[config.mk]
export PLATFORM = sky130hd
export DESIGN_NAME = half_float_minmax
export DESIGN_NICKNAME = d
export VERILOG_FILES = /design/src/rtl/hfmm_pkg.sv /design/src/rtl/half_float_minmax.sv /design/src/rtl/hfmm_select.sv
export SDC_FILE = /design/constraint.sdc
export NUM_CORES = 1
export LEC_CHECK = 0
export ABC_AREA = 0
export BUFFER_PORTS_ARGS = -buffer_cell sky130_fd_sc_hd__buf_2
export CORE_MARGIN = 5
export CORE_UTILIZATION = 35
export CTS_CLUSTER_DIAMETER = 60
export CTS_CLUSTER_SIZE = 12
export DETAILED_ROUTE_END_ITERATION = 10
export PLACE_DENSITY = 0.63
export SETUP_SLACK_MARGIN = 0.4
export SYNTH_ARGS = -nofsm -noshare
export SYNTH_HDL_FRONTEND = slang
export SYNTH_HIERARCHICAL = 1
export SYNTH_SLANG_ARGS = --single-unit
export TNS_END_PERCENT = 30
[constraint.sdc]
create_clock -name clk -period 6.2 [get_ports clk]
set_input_delay 0 -clock clk [delete_from_list [all_inputs] [get_ports clk]]
set_output_delay 0 -clock clk [all_outputs]
set_load 0.01 [all_outputs]
[src/rtl/hfmm_pkg.sv]
// Package for the binary16 min/max block: mode and sign-control codes, field masks, operand and result structs.
// No dependencies.
package hfmm_pkg;

    typedef enum logic [1:0] {
        MODE_MIN     = 2'd0,
        MODE_MAX     = 2'd1,
        MODE_MIN_MAG = 2'd2,
        MODE_MAX_MAG = 2'd3
    } mode_t;

    typedef enum logic [1:0] {
        SGN_FROM_A = 2'd0,
        SGN_KEEP   = 2'd1,
        SGN_CLEAR  = 2'd2,
        SGN_SET    = 2'd3
    } sign_ctl_t;

    localparam logic [15:0] SIGN_BIT  = 16'h8000;
    localparam logic [15:0] QUIET_BIT = 16'h0200;

    typedef struct packed {
        logic [15:0] a;
        logic [15:0] b;
        logic [1:0]  mode;
        logic [1:0]  sign_control;
        logic        propagate_nan;
        logic        daz;
    } hfmm_op_t;

    typedef struct packed {
        logic [15:0] result;
        logic        invalid_flag;
        logic        denormal_flag;
    } hfmm_res_t;

endpackage

[src/rtl/half_float_minmax.sv]
// Top level of the binary16 min/max block: input register, select logic, output register.
// Depends on hfmm_pkg and hfmm_select.
//
// Usage:
//   Input words arrive on in_valid/in_stall with operand_a, operand_b, mode,
//   sign_control and propagate_nan. A word is taken on a clock edge where
//   in_valid is high and in_stall is low.
//   Results leave on out_valid/out_stall with result, invalid_flag and denormal_flag,
//   taken where out_valid is high and out_stall is low. The user writes daz_enable
//   via cfg_wr_en/cfg_wr_data only while idle; the block does not enforce this.
// Path: an accepted word passes the input register, the select logic and the result
//   register; out_valid rises when it reaches the result register.
// Throughput: one word per cycle while out_stall is low; the two-stage register pipeline sets it.
// Stall: in_stall is raised only when both stages hold words and the output
//   is stalled, so a new word enters while a finished result still waits.
// Reset: clears both stage valids and daz_enable; no word is in flight.
module half_float_minmax (
    input  logic        clk,
    input  logic        rst_n,
    input  logic        cfg_wr_en,
    input  logic        cfg_wr_data,
    input  logic        in_valid,
    output logic        in_stall,
    input  logic [15:0] operand_a,
    input  logic [15:0] operand_b,
    input  logic [1:0]  mode,
    input  logic [1:0]  sign_control,
    input  logic        propagate_nan,
    output logic        out_valid,
    input  logic        out_stall,
    output logic [15:0] result,
    output logic        invalid_flag,
    output logic        denormal_flag
);
    import hfmm_pkg::*;

    logic      daz_reg;
    logic      s1_valid_reg;
    hfmm_op_t  s1_op_reg;
    logic      s2_valid_reg;
    hfmm_res_t s2_res_reg;
    hfmm_res_t s1_res;
    logic      s2_adv;
    logic      s1_adv;

    assign s2_adv   = !s2_valid_reg || !out_stall;
    assign s1_adv   = !s1_valid_reg || s2_adv;
    assign in_stall = !s1_adv;

    // Hold the configuration register
    always_ff @(posedge clk or negedge rst_n)
    begin
        if (!rst_n) daz_reg <= 1'b0;
        else if (cfg_wr_en) daz_reg <= cfg_wr_data;
    end

    // Advance the valid bits
    always_ff @(posedge clk or negedge rst_n)
    begin
        if (!rst_n)
        begin
            s1_valid_reg <= 1'b0;
            s2_valid_reg <= 1'b0;
        end
        else
        begin
            if (s1_adv) s1_valid_reg <= in_valid;
            if (s2_adv) s2_valid_reg <= s1_valid_reg;
        end
    end

    // Capture payloads
    always_ff @(posedge clk)
    begin
        if (s1_adv && in_valid)
            s1_op_reg <= '{operand_a, operand_b, mode, sign_control, propagate_nan, daz_reg};
        if (s2_adv && s1_valid_reg)
            s2_res_reg <= s1_res;
    end

    hfmm_select u_select (
        .op  (s1_op_reg),
        .res (s1_res)
    );

    assign out_valid     = s2_valid_reg;
    assign result        = s2_res_reg.result;
    assign invalid_flag  = s2_res_reg.invalid_flag;
    assign denormal_flag = s2_res_reg.denormal_flag;

endmodule

[src/rtl/hfmm_select.sv]
// Combinational select for one operand pair: flush, NaN rules, compare, sign control.
// Depends on hfmm_pkg.
module hfmm_select (
    input  hfmm_pkg::hfmm_op_t  op,
    output hfmm_pkg::hfmm_res_t res
);
    import hfmm_pkg::*;

    logic [15:0] a;
    logic [15:0] b;
    logic        an;
    logic        bn;
    logic        as;
    logic        bs;
    logic        a_lt_b;
    logic        ma_lt_mb;
    logic        ma_eq_mb;
    logic [15:0] z;
    logic        z_nan;

    // Flush subnormals and classify
    always_comb
    begin
        a = op.a;
        b = op.b;
        if (op.daz && (a[14:10] == 5'd0) && (a[9:0] != 10'd0)) a = a & SIGN_BIT;
        if (op.daz && (b[14:10] == 5'd0) && (b[9:0] != 10'd0)) b = b & SIGN_BIT;
        an = (a[14:10] == 5'h1f) && (a[9:0] != 10'd0);
        bn = (b[14:10] == 5'h1f) && (b[9:0] != 10'd0);
        as = an && !a[9];
        bs = bn && !b[9];
        a_lt_b   = a < b;
        ma_lt_mb = a[14:0] < b[14:0];
        ma_eq_mb = a[14:0] == b[14:0];
    end

    // Pick the winner
    always_comb
    begin
        res.invalid_flag  = as || bs;
        res.denormal_flag = 1'b0;
        if (an || bn)
        begin
            if (op.propagate_nan || (an && bn))
                z = (as || (an && !bs)) ? (a | QUIET_BIT) : (b | QUIET_BIT);
            else if (an)
                z = b;
            else
                z = a;
        end
        else
        begin
            res.denormal_flag = ((a[14:10] == 5'd0) && (a[9:0] != 10'd0)) ||
                                ((b[14:10] == 5'd0) && (b[9:0] != 10'd0));
            unique case (mode_t'(op.mode))
                MODE_MIN:
                    if (a[15] != b[15]) z = a[15] ? a : b;
                    else                z = (a[15] ^ a_lt_b) ? a : b;
                MODE_MAX:
                    if (a[15] != b[15]) z = a[15] ? b : a;
                    else                z = (a[15] ^ a_lt_b) ? b : a;
                MODE_MIN_MAG:
                    if (!ma_eq_mb) z = ma_lt_mb ? a : b;
                    else           z = a[15] ? a : b;
                MODE_MAX_MAG:
                    if (!ma_eq_mb) z = ma_lt_mb ? b : a;
                    else           z = a[15] ? b : a;
                default: z = a;
            endcase
        end
    end

    // Apply sign control to a non-NaN result
    always_comb
    begin
        z_nan = (z[14:10] == 5'h1f) && (z[9:0] != 10'd0);
        res.result = z;
        if (!z_nan)
        begin
            unique case (sign_ctl_t'(op.sign_control))
                SGN_FROM_A: res.result = {a[15], z[14:0]};
                SGN_KEEP:   res.result = z;
                SGN_CLEAR:  res.result = {1'b0, z[14:0]};
                SGN_SET:    res.result = {1'b1, z[14:0]};
                default:    res.result = z;
            endcase
        end
    end

endmodule

==> key figures <==
Run status
  – Outcome: complete, no violations

Drt
  – Wirelength, routed: between 15,000 and 20,000 um
  – Avg WL per Cell: 21.46 um
  – Routed vias: about 5k
  – Initial DRT Pass Iterations: 6
  – Routed vias/inst: 6.209
  – DR iter-0 viols: 655
  – Routed Antenna Nets: 0
  – Drt drc: 0

GRT
  – Tot GR Track Use: 0.2182
  – First-pass GRT wire length: 26,940 um
  – Vias in the first global route: 4,793
  – Initial antenna violation count: 0
  – Grt total ovfl: 0
  – Largest net degree at the start of global routing: 39

Floorplanning
  – Core area: 13,140 um^2
  – Row cnt: 42
  – IO Count: between 60 and 70
  – Die W: ~130 um
  – Die Ht: about 130 um
  – Die ar.: 15,670 um^2
  – Initial core utilization: 0.3535

Yosys
  – Synthesized area: 4644 um^2
  – Distinct cells, synth: 76
  – Yosys warning count: 6
  – Top cell type's share of synthesized area: 0.3621
  – Seq/Total Area, Yosys: 0.3782
  – Mean Syn Cell Area: about 8.9 um^2
  – Main combinational cell family by area after synthesis: compound AO/OA/AOI/OAI gates
  – Top area cells in the synthesized netlist: edfxtp_1, a21oi_1, ha_1, nand2_1, o21ai_0
  – Post-synthesis cell count: 523
  – Synth Area in Adders: 0.04849
  – Compound-Gate Fraction of Synth Area: 0.2780
  – Synth Flop Type: edfxtp_1
  – Synth Area in XOR/XNOR: 0.001886
  – Post-synthesis simple-gate area fraction: 0.2185
  – Post-Synthesis Net Count: 584
  – Synth async-reset ratio: 0.05085
  – Post-synth EDFFs: 56
  – Mux cell area share after synthesis: 0.02209
  – Synthesized flop and latch total: 59
  – Area leader, netlist: edfxtp_1

Finish
  – Nets: 692
  – Most common cell after layout, fill and taps aside: buf_2
  – Max reg flops: 38
  – Share of cells above drive strength 1: 0.2013
  – Layout area overhead: 28.04%
  – Most frequent cells in the layout: buf_2, edfxtp_1, a21oi_1
  – Ant diodes: 0

STA
  – Final Cycle Share: 0.8763
  – Max_slew headroom: 0.1659
  – Min Hold Slack: between 0.3 and 0.4 ns
  – Slew Limit Fails: 0
  – Worst Tran Pin Value: 1.247 ns
  – Clock skew: 0.01315 ns
  – Fmax: 0.1841 GHz
  – PnR worst setup slack: 0.7672 ns
  – Final setup violating endpoints: 0
  – Final Hold Viols: 0
  – Final setup TNS: 0 ns
  – RSZ-0062 raised after global routing: false
  – Crit path time final: approximately 5.4 ns

CTS
  – Maximum clock path buffer count: 2
  – Clock latency on the worst-skew pair: 0.34 ns
  – Htree depth: 3
  – Clk slew on worst S/H paths: roughly 0.06 ns
  – CTS sink count: 59
  – CTS tree: built
  – TritonCTS Buffers: 9
  – CTS root buffer: clkbuf_16

Worst hold path
  – Hold Crit Class: in2reg

Power
  – Leakage: 2.349 nW
  – Power Density: 220.9 nW/um^2
  – Peak VDD IR: 0.0001871 V

Critical path
  – CP peak stage delay: 0.63 ns
  – Most frequent CP cell: nor4_1
  – WP data arrival: 5.50 ns
  – Worst path cell trace: or4_4 -> or2_1 -> o21ai_0 -> buf_4 -> inv_1 -> ha_1 -> a21oi_1 -> o21ai_1 -> a211oi_1 -> nand3_1 -> nor4_1 -> nor4_1 -> a211oi_1 -> nor4_1 -> and4_1 -> nor3b_1 -> a311oi_2
  – Type of origin of the critical path: flop
  – Crit-path max FO: 9
  – Slowest cell on the critical path: or4_4
  – CP Class: reg2reg
  – Required time of the worst setup path: 6.27 ns
  – CP top delay family: simple AND/OR/NAND/NOR gates
  – CP Capture Type: flop
  – Worst path bufs/invs: 2

Placed design
  – Routability cong.: ~1
  – Detailed placer's ending HPWL: 12,430 um
  – Pre-CTS setup slack: 0.8721 ns
  – I/O Buffers: between 60 and 70

Flow run
  – Max Cap Violations: 0
logic make-up (layout without fill, tap and decap cells):
logic type	Yosys count	after routing
AO/OA/AOI/OAI	184	184
XOR/XNOR	1	1
adder cells (fa/ha/maj)	18	18
buffers and inverters	63	176
flip-flops	59	59
multiplexers	10	10
AND/OR/NAND/NOR	188	188
routing by layer:
metal	GRT usage	wire, um
met5	0	0
met4	0.09439	588
met3	0.05714	2007
met2	0.3293	7540
met1	0.2959	7293
area by class of cell:
class	count	area [um^2]
clock inverter	5	30.03
timing repair buffer	133	953.4
inverter	27	101.3
clock buffer	11	232.7
sequential	59	1757
tap	176	220.2
multi-input combinational	401	2653
fill	1283	7191
repair_timing:
| action | in CTS | in global routing |
|---|---|---|
| setup buffers | 0 | 1 |
| hold buffers | 44 | 0 |
| endpoints found under the setup margin | 0 | 1 |
| hold endpoints to repair | 43 | 0 |
| resized for setup | 0 | 1 |
stage by stage:
| stage | total power (W) | cell area (um^2) | utilization | std cells |
|---|---|---|---|---|
| after detailed placement | 0.0008442 | 5236 | 0.3986 | 751 |
| after floorplan | 0.0007142 | 4644 | - | 523 |
| after global placement | 0.0008440 | 5236 | 0.3986 | 751 |
| after CTS | 0.001309 | 5939 | 0.4521 | 811 |
| final | 0.001314 | 5947 | 0.4527 | 812 |
| after global routing | 0.001369 | 5947 | 0.4527 | 812 |
cells in the mapped netlist, types with 2 or more instances:
cell and count:
dfrtp_1 3, nand2b_1 3, nand4_1 11, o211a_1 2, buf_2 4, ha_1 18
or2_2 4, a31o_2 2, nor2_1 25, mux2_2 2, o31ai_1 3, o22ai_1 4
and4_1 4, a32o_1 2, and2_1 10, edfxtp_1 56, a21boi_0 2, nor3b_1 2
a211oi_1 8, nor4_1 11, a21oi_1 45, a31oi_1 13, a22oi_1 3, a21o_1 6
mux2i_1 8, a32oi_1 2, a221oi_1 13, or4_4 2, or3_1 3, clkbuf_1 30
and3_1 11, nand3_1 25, nor3_1 23, o221ai_1 8, inv_1 26, o21ai_1 2
o21ai_0 28, nand2_1 41, o311ai_0 3, a311o_1 2, a311oi_1 8, a211o_1 3
o31a_1 2, o211ai_1 8
worst register-to-register path, cell delays in order (launching register included):
cell	delay, ns
edfxtp_1	0.52
or4_4	0.63
or2_1	0.37
o21ai_0	0.29
buf_4	0.19
inv_1	0.04
ha_1	0.32
a21oi_1	0.14
o21ai_1	0.15
a211oi_1	0.40
nand3_1	0.48
nor4_1	0.33
nor4_1	0.10
a211oi_1	0.54
nor4_1	0.09
and4_1	0.24
nor3b_1	0.26
a311oi_2	0.07
worst paths after layout:
| path | slack [ns] | endpoint | depth (start not counted) | start |
|---|---|---|---|---|
| setup reg to reg | 0.77 | result[15]$_DFFE_PP_ | 17 | s1_op_reg[32]$_DFFE_PP_ |
| hold / removal | 0.36 | s1_op_reg[23]$_DFFE_PP_ | 2 | operand_a[1] |
| min in group asynchronous | 0.52 | daz_reg$_DFFE_PN0P_ | 3 | rst_n |
| hold reg to reg | 0.44 | s1_op_reg[0]$_DFFE_PP_ | 0 | daz_reg$_DFFE_PN0P_ |
| setup / recovery | 0.77 | result[15]$_DFFE_PP_ | 17 | s1_op_reg[32]$_DFFE_PP_ |
| max in group asynchronous | 5.54 | s1_valid_reg$_DFFE_PN0P_ | 3 | rst_n |
power breakdown:
| group | switching (W) | internal (W) |
|---|---|---|
| Sequential | 0.0000231 | 0.000481 |
| Combinational | 0.000223 | 0.000145 |
| Clock | 0.000174 | 0.000267 |
No activity file was read; power rests on OpenSTA's default activity.
